## src/rtl/core/ewh_pkg.sv

```systemverilog
`timescale 1ns / 1ps
// ----------------------------------------------------------------------------
// ewh_pkg: shared types and constants of the equi-width histogram estimator
// Datapath commands, controller states, status word and saturating add.
// ----------------------------------------------------------------------------
package ewh_pkg;

   localparam int unsigned DEF_NUM_BINS   = 1024;
   localparam int unsigned DEF_COUNT_BITS = 32;
   localparam logic [31:0] WORD_MAX       = 32'hFFFF_FFFF;

   // one datapath command per cycle
   typedef enum logic [4:0] {
      OP_NONE,
      OP_CLEAR,
      OP_LOAD,
      OP_DIV_LO,
      OP_TAKE_LO,
      OP_DIV_HI,
      OP_TAKE_HI,
      OP_RD_ADD,
      OP_WR_ADD,
      OP_DROP,
      OP_HMAX,
      OP_CLAMP,
      OP_SUM_INIT,
      OP_SUM,
      OP_RD_LI,
      OP_RD_RI,
      OP_TAKE_C,
      OP_DIV_C,
      OP_TAKE_QR,
      OP_MQ,
      OP_TERM_Q,
      OP_MR,
      OP_DIV_P,
      OP_TAKE_T,
      OP_ACC,
      OP_FIN
   } op_type;

   typedef enum logic [4:0] {
      ST_CLEAR,
      ST_IDLE,
      ST_DIV_LO,
      ST_WAIT_LO,
      ST_TAKE_LO,
      ST_ADD_RD,
      ST_ADD_WR,
      ST_Q_CHK,
      ST_Q_CLAMP,
      ST_Q_CMP,
      ST_DIV_HI,
      ST_WAIT_HI,
      ST_TAKE_HI,
      ST_Q_RANGE,
      ST_SUM_INIT,
      ST_SUM,
      ST_RD_B,
      ST_TAKE_C,
      ST_DIV_C,
      ST_WAIT_C,
      ST_TAKE_QR,
      ST_MQ,
      ST_TERM_Q,
      ST_MR,
      ST_DIV_P,
      ST_WAIT_P,
      ST_TAKE_T,
      ST_ACC,
      ST_FIN
   } state_type;

   // datapath status seen by the controller
   typedef struct packed {
      logic clr_last;
      logic div_busy;
      logic mode;
      logic empty;
      logic biu_zero;
      logic lo_gt_hi;
      logic li_oob;
      logic ri_oob;
      logic same;
      logic sum_done;
      logic out_free;
   } status_type;

   // 32-bit add saturating at all ones; b may be wider
   function automatic logic [31:0] sat_add(input logic [31:0] a, input logic [63:0] b);
      logic [32:0] s;
      s = {1'b0, a} + {1'b0, b[31:0]};
      if ((b[63:32] != 32'd0) || s[32]) begin
         return WORD_MAX;
      end
      return s[31:0];
   endfunction

endpackage

```

## src/rtl/core/ewh_ctrl.sv

```systemverilog
`timescale 1ns / 1ps
// ----------------------------------------------------------------------------
// ewh_ctrl: histogram sequencer
// Steps the datapath through clear, add and range query sequences.
// ----------------------------------------------------------------------------
module ewh_ctrl (
   input  logic                clock,
   input  logic                reset,
   input  logic                req_tvalid,
   output logic                req_tready,
   input  ewh_pkg::status_type status,
   output ewh_pkg::op_type     op
);

   ewh_pkg::state_type state_ff, state_in;
   logic side_ff, side_in;

   always_ff @(posedge clock) begin
      if (reset) begin
         state_ff <= ewh_pkg::ST_CLEAR;
         side_ff  <= 1'b0;
      end else begin
         state_ff <= state_in;
         side_ff  <= side_in;
      end
   end

   // next state and command
   always_comb begin
      state_in   = state_ff;
      side_in    = side_ff;
      op         = ewh_pkg::OP_NONE;
      req_tready = 1'b0;
      unique case (state_ff)
         ewh_pkg::ST_CLEAR: begin
            op = ewh_pkg::OP_CLEAR;
            if (status.clr_last) state_in = ewh_pkg::ST_IDLE;
         end
         ewh_pkg::ST_IDLE: begin
            req_tready = 1'b1;
            if (req_tvalid) begin
               op       = ewh_pkg::OP_LOAD;
               state_in = ewh_pkg::ST_DIV_LO;
            end
         end
         ewh_pkg::ST_DIV_LO: begin
            // a query first checks for empty or inverted ranges
            if (status.mode && (state_ff == ewh_pkg::ST_DIV_LO) && !side_ff) begin
               side_in  = 1'b1;
               state_in = ewh_pkg::ST_Q_CHK;
            end else begin
               op       = ewh_pkg::OP_DIV_LO;
               side_in  = 1'b0;
               state_in = ewh_pkg::ST_WAIT_LO;
            end
         end
         ewh_pkg::ST_WAIT_LO:
            if (!status.div_busy) state_in = ewh_pkg::ST_TAKE_LO;
         ewh_pkg::ST_TAKE_LO: begin
            op       = ewh_pkg::OP_TAKE_LO;
            state_in = status.mode ? ewh_pkg::ST_DIV_HI : ewh_pkg::ST_ADD_RD;
         end
         ewh_pkg::ST_ADD_RD: begin
            if (status.li_oob) begin
               op       = ewh_pkg::OP_DROP;
               state_in = ewh_pkg::ST_FIN;
            end else begin
               op       = ewh_pkg::OP_RD_ADD;
               state_in = ewh_pkg::ST_ADD_WR;
            end
         end
         ewh_pkg::ST_ADD_WR: begin
            op       = ewh_pkg::OP_WR_ADD;
            state_in = ewh_pkg::ST_FIN;
         end
         ewh_pkg::ST_Q_CHK: begin
            if (status.empty || status.biu_zero) begin
               side_in  = 1'b0;
               state_in = ewh_pkg::ST_FIN;
            end else begin
               op       = ewh_pkg::OP_HMAX;
               state_in = ewh_pkg::ST_Q_CLAMP;
            end
         end
         ewh_pkg::ST_Q_CLAMP: begin
            op       = ewh_pkg::OP_CLAMP;
            state_in = ewh_pkg::ST_Q_CMP;
         end
         ewh_pkg::ST_Q_CMP: begin
            if (status.lo_gt_hi) begin
               side_in  = 1'b0;
               state_in = ewh_pkg::ST_FIN;
            end else begin
               state_in = ewh_pkg::ST_DIV_LO;
            end
         end
         ewh_pkg::ST_DIV_HI: begin
            op       = ewh_pkg::OP_DIV_HI;
            state_in = ewh_pkg::ST_WAIT_HI;
         end
         ewh_pkg::ST_WAIT_HI:
            if (!status.div_busy) state_in = ewh_pkg::ST_TAKE_HI;
         ewh_pkg::ST_TAKE_HI: begin
            op       = ewh_pkg::OP_TAKE_HI;
            state_in = ewh_pkg::ST_Q_RANGE;
         end
         ewh_pkg::ST_Q_RANGE:
            state_in = (status.li_oob || status.ri_oob) ? ewh_pkg::ST_FIN
                                                        : ewh_pkg::ST_SUM_INIT;
         ewh_pkg::ST_SUM_INIT: begin
            op       = ewh_pkg::OP_SUM_INIT;
            side_in  = 1'b0;
            state_in = ewh_pkg::ST_SUM;
         end
         ewh_pkg::ST_SUM: begin
            op = ewh_pkg::OP_SUM;
            if (status.sum_done) state_in = ewh_pkg::ST_RD_B;
         end
         // boundary bin: left first, then right when they differ
         ewh_pkg::ST_RD_B: begin
            op       = side_ff ? ewh_pkg::OP_RD_RI : ewh_pkg::OP_RD_LI;
            state_in = ewh_pkg::ST_TAKE_C;
         end
         ewh_pkg::ST_TAKE_C: begin
            op       = ewh_pkg::OP_TAKE_C;
            state_in = ewh_pkg::ST_DIV_C;
         end
         ewh_pkg::ST_DIV_C: begin
            op       = ewh_pkg::OP_DIV_C;
            state_in = ewh_pkg::ST_WAIT_C;
         end
         ewh_pkg::ST_WAIT_C:
            if (!status.div_busy) state_in = ewh_pkg::ST_TAKE_QR;
         ewh_pkg::ST_TAKE_QR: begin
            op       = ewh_pkg::OP_TAKE_QR;
            state_in = ewh_pkg::ST_MQ;
         end
         ewh_pkg::ST_MQ: begin
            op       = ewh_pkg::OP_MQ;
            state_in = ewh_pkg::ST_TERM_Q;
         end
         ewh_pkg::ST_TERM_Q: begin
            op       = ewh_pkg::OP_TERM_Q;
            state_in = ewh_pkg::ST_MR;
         end
         ewh_pkg::ST_MR: begin
            op       = ewh_pkg::OP_MR;
            state_in = ewh_pkg::ST_DIV_P;
         end
         ewh_pkg::ST_DIV_P: begin
            op       = ewh_pkg::OP_DIV_P;
            state_in = ewh_pkg::ST_WAIT_P;
         end
         ewh_pkg::ST_WAIT_P:
            if (!status.div_busy) state_in = ewh_pkg::ST_TAKE_T;
         ewh_pkg::ST_TAKE_T: begin
            op       = ewh_pkg::OP_TAKE_T;
            state_in = ewh_pkg::ST_ACC;
         end
         ewh_pkg::ST_ACC: begin
            op = ewh_pkg::OP_ACC;
            if (!side_ff && !status.same) begin
               side_in  = 1'b1;
               state_in = ewh_pkg::ST_RD_B;
            end else begin
               side_in  = 1'b0;
               state_in = ewh_pkg::ST_FIN;
            end
         end
         ewh_pkg::ST_FIN: begin
            if (status.out_free) begin
               op       = ewh_pkg::OP_FIN;
               side_in  = 1'b0;
               state_in = ewh_pkg::ST_IDLE;
            end
         end
         default: state_in = ewh_pkg::ST_IDLE;
      endcase
   end

endmodule

```

## config.mk

```make
export PLATFORM = sky130hd
export DESIGN_NAME = ewh_ctrl
export DESIGN_NICKNAME = d
export VERILOG_FILES = /design/src/rtl/core/ewh_pkg.sv /design/src/rtl/core/ewh_ctrl.sv
export SDC_FILE = /design/constraint.sdc
export NUM_CORES = 1
export LEC_CHECK = 0
export BUFFER_PORTS_ARGS = -buffer_cell sky130_fd_sc_hd__buf_4
export CELL_PAD_IN_SITES_DETAIL_PLACEMENT = 1
export CELL_PAD_IN_SITES_GLOBAL_PLACEMENT = 1
export CORE_MARGIN = 8
export CORE_UTILIZATION = 38
export DETAILED_ROUTE_END_ITERATION = 16
export PLACE_DENSITY_LB_ADDON = 0.1
export REMOVE_ABC_BUFFERS = 1
export SLEW_MARGIN = 20
export SYNTH_ARGS = -nofsm -noshare
export SYNTH_HDL_FRONTEND = slang
export SYNTH_SLANG_ARGS = --single-unit
```

## constraint.sdc

```tcl
create_clock -name clock -period 1.8 [get_ports clock]
set_clock_uncertainty 0.15 [all_clocks]
set_input_delay 0.27 -clock clock [delete_from_list [all_inputs] [get_ports clock]]
set_output_delay 0.27 -clock clock [all_outputs]
set_load 0.005 [all_outputs]
```

==> results of run 1 <==
[cells by family after synthesis]
family / after synthesis / synth area share
xor+xnor: 2 / 0.0172
flops: 6 / 0.118
compound gates: 58 / 0.378
simple gates: 72 / 0.381
buf+inv: 23 / 0.106
[synth_stat cells (2+ instances only)]
master / n / area, sq um
a31oi_1: 3 / 18.8
a21oi_1: 16 / 80.1
a211oi_1: 5 / 37.5
o21ai_0: 9 / 45.0
nor2b_1: 2 / 12.5
nand2_1: 11 / 41.3
nor4_1: 6 / 37.5
a2111oi_0: 3 / 26.3
o2111ai_1: 2 / 17.5
a21o_1: 2 / 15.0
nand3_1: 7 / 35.0
dfxtp_1: 6 / 120
nand2b_1: 4 / 25.0
nor3b_1: 2 / 15.0
nor3_1: 14 / 70.1
inv_1: 6 / 22.5
o22ai_1: 5 / 31.3
nor2_1: 15 / 56.3
and3_1: 3 / 18.8
buf_2: 8 / 40.0
clkbuf_1: 6 / 22.5
[per-stage QoR]
step | cell area (sq um) | cells | hold WS [ps] | util | setup slack, ps
floorplan | 933 | 144 | 189 | - | -337
global placement | 1460 | 237 | 347 | 0.583 | -112
detailed placement | 1460 | 237 | 347 | 0.583 | -181
CTS | 1690 | 249 | 78.9 | 0.677 | -128
[what timing repair did]
item                       CTS
hold buffers                 0
setup buffers                9
resized for setup           35
setup endpoints to repair   12
pin swaps                   12
==> results.md, run 1 <==
- Async S/R FF share, synth: 0
- Clock sinks: 6
- Cell Area, Synth: just over 1000 sq um
- Clock buffer depth: 2
- DP Wirelength: between 3 and 4 mm
- Initial antenna violation count: 0
- Top Ports: 20
- Number of synthesized flops with an enable pin: 0
- Core Rows: 18
- Unique masters post-synth: 47
- Error Message: [ERROR DPL-0033] detailed placement checks failed during check placement.
- Synth Flop Type: dfxtp_1
- GP Congestion: ~0.98
- Worst ep type: top-level output
- TritonCTS buffer count: 3
- Initial Utilization: 0.407
- Synth warn: 0
- Largest net degree at the start of global routing: 16
- Mean Syn Cell Area: ~6.3 sq um
- FF+latch count, synth: 6
- Stop stage: global routing
- Die H: roughly 68 um
- Grt repair worst endpoint: op[3]
- Root buf cell: clkbuf_4
- Mapped Cells: 161
- H-Tree Depth: 1
- Register area share after synthesis: 0.118
- Die Wd: approximately 68 um
- PortBufs: 19
- Status: stopped before the end
==> inputs of run 2 (changes only) <==
CELL_PAD_IN_SITES_DETAIL_PLACEMENT = default   (was 1)
CELL_PAD_IN_SITES_GLOBAL_PLACEMENT = default   (was 1)
CORE_AREA = 8 8 69 71   (was default)
CORE_MARGIN = default   (was 8)
CORE_UTILIZATION = default   (was 38)
DIE_AREA = 0 0 77 79   (was default)
PLACE_DENSITY_LB_ADDON = 0.15   (was 0.1)
==> results.md, run 2 <==
- Async S/R FF share, synth: 0
- Sw frac: 0.446
- Worst hold path class: in2reg
- Post-synth top area share: 0.118
- Crit end category: flop
- GR Overflow Total: 0
- Crit path max fanout: 7
- Most frequent cells in the layout: buf_4 (63), buf_6 (13), nand2_1 (11), a21oi_1 (11), nor2_1 (11)
- Top cells by area, synth: dfxtp_1 (12%), a21oi_1 (7.9%), nor3_1 (6.9%)
- Register area share after synthesis: 0.118
- GRT Util Overall: 0.149
- Power Internal: approximately 1.6 mW
- DRT Pass-1 Iters: 4
- Fin Hold WS: 106 ps
- FF+latch count, synth: 6
- Mapped Cells: between 150 and 200
- Leading cell type in the layout, fill and taps excluded: buf_4
- Diode count: 0
- Max FFs per register: 5
- Hold bufs inserted after CTS: 0
- Max-cap viol count: 0
- Final worst-path cycle share: 1.11
- Yosys top cell by area: dfxtp_1
- WHS Path Cells: 2
- Top Registers: state_ff: 5 flops, side_ff: 1 flops
- Setup TNS: -504 ps
- Largest Register: state_ff
- CP max stage delay: 490 ps
- Mean Syn Cell Area: 6.33 sq um
- CP Data Arrival Time: slightly below 2000 ps
- Via count: 1526
- Synthesis-to-layout area growth: 93.4%
- Number of synthesized flops with an enable pin: 0
- Synth warn: 0
- Clk pwr share: 0.072
- Fillers: ~370
- Final hold vios: 0
- RSZ-0062 raised after global routing: true
- CP Cell Sequence: buf_12 -> or3_4 -> buf_6 -> a2111oi_1 -> buf_4 -> nor4_1
- Clock buffer depth: 2
- Total power: ~2.8 mW
- Failing checks: negative setup slack
- PortBufs: 19
- Top cell family by delay on the critical path: buffers and inverters
- Final Max Tran Viols: 0
- Root buf cell: clkbuf_8
- FF-to-FF setup slack: -200 ps
- NetSw: ~1.3 mW
- Status: complete, but fails checks
- Largest net degree at the start of global routing: 20
- Sequential share of power: 0.101
- H-Tree Depth: 1
- Worst Slack Setup Final: -203 ps
- Pre-CTS setup slack: -140 ps
- DP Wirelength: 3.22 mm
- Routed Antenna Nets: 0
- Drt total wl: about 4.8 mm
- DR DRC count: 0
- Pwr Density: ~1400 nW/um^2
- Critical path class: reg2reg
- Most common library cells after synthesis: a21oi_1 (16), nor2_1 (15), nor3_1 (14)
- Share of cells above drive strength 1: 0.577
- Cell Area, Synth: ~1000 sq um
- Crit path launch type: flop
- Top Ports: 20
- WP buf/inv: 3
- Worst EP required: around 1800 ps
- GP Congestion: around 0.97
- Die area: around 6100 sq um
- Worst-skew pair later-pin latency: between 200 and 250 ps
- Power share of the combinational group: 0.827
- Final net count: approximately 240
- F_max: 0.499 GHz
- TritonCTS buffer count: 3
- Reg2reg start: state_ff[4]$_SDFFE_PP0P_
- Initial antenna violation count: 0
- Min Tclk post-route: roughly 2000 ps
- Slew @ Worst Pin: between 400 and 500 ps
- Most common cell in the netlist: a21oi_1
- Initial DRC Count: between 100 and 150
- CTS tree: yes
- Synth Flop Type: dfxtp_1
- Die Wd: slightly below 80 um
- Hold Path End: state_ff[0]$_SDFFE_PP0P_
- Unique masters post-synth: 47
- Die H: just under 80 um
- Clock transition at path regs: 40 ps
- RR Endpoint: state_ff[2]$_SDFFE_PP0P_
- Clock sinks: 6
- Initial Utilization: 0.268
- Slew HR: 0.673
- VDD IR max: around 560 uV
- Cells on worst reg2reg path: 6
- Vias per inst: ~5.5
- WL/cell: between 15 and 20 um
- Slowest stage cell, crit path: a2111oi_1
- Core Rows: 23
- Lkg Pwr: 0.799 nW
- Number of setup violations in the final report: 9
- Hold Startpoint: reset
- Vias in the first global route: approximately 1500
- First-pass GRT wire length: between 7 and 8 mm
- Core Footprint: 3800 sq um
run 2: cell counts after synthesis:
No cell type changed its count.
run 2: power by group through the flow:
stage	combinational (mW)	sequential (mW)	clock, mW
floorplan	0.640	0.377	0
global placement	1.57	0.260	0
detailed placement	1.57	0.262	0
CTS	2.04	0.277	0.211
global route	2.50	0.296	0.218
finish	2.34	0.286	0.204
run 2: worst max-delay path by stage:
stage / startpoint / end / depth (start not counted) / slack [ps]
2_1_floorplan: state_ff[0]$_SDFFE_PP0P_ / state_ff[1]$_SDFFE_PP0P_ / 5 / -340
3_3_place_gp: state_ff[0]$_SDFFE_PP0P_ / state_ff[2]$_SDFFE_PP0P_ / 7 / -140
3_5_place_dp: state_ff[1]$_SDFFE_PP0P_ / side_ff$_SDFFE_PP0P_ / 6 / -140
4_1_cts: state_ff[4]$_SDFFE_PP0P_ / op[1] / 5 / -110
5_1_grt: state_ff[4]$_SDFFE_PP0P_ / state_ff[2]$_SDFFE_PP0P_ / 6 / -310
6_report: state_ff[4]$_SDFFE_PP0P_ / state_ff[2]$_SDFFE_PP0P_ / 6 / -200
run 2: cell families after synthesis:
logic type / Yosys count / share of synthesized area
simple gates: 72 / 0.381
compound gates: 58 / 0.378
buf+inv: 23 / 0.106
flops: 6 / 0.118
xor+xnor: 2 / 0.0172
run 2: cell type report:
type	instances	area [sq um]	area share
multi-input combinational	132	1010	0.515
sequential	6	136	0.0693
clock buffer	3	41.3	0.0210
timing repair buffer	80	689	0.350
tap	50	62.6	0.0318
inverter	6	25.0	0.0127
run 2: per-layer routing:
layer  part of all wire  up-vias  wire length [um]  GRT usage
met3              0.020        8                94    0.00903
met5                  0        -                 0          0
met1               0.45      739              2160      0.189
met2               0.51       31              2440      0.263
li1                   -      748                 -          -
met4              0.018        0                87     0.0509
run 2: timing repair:
action | in CTS | in global routing
buffers inserted | 13 | 5
setup endpoints to repair | 12 | 12
gates resized for setup | 50 | 30
pin swaps | 15 | 17
run 2: per-stage QoR:
stage                     cells  cell area, sq um  utilization
after CTS                   272              1800        0.473
after floorplan             144               933            -
after global placement      257              1480        0.390
after detailed placement    257              1480        0.390
after global routing        277              1970        0.518
final                       277              1970        0.518
Power figures use the tool's default switching activity.
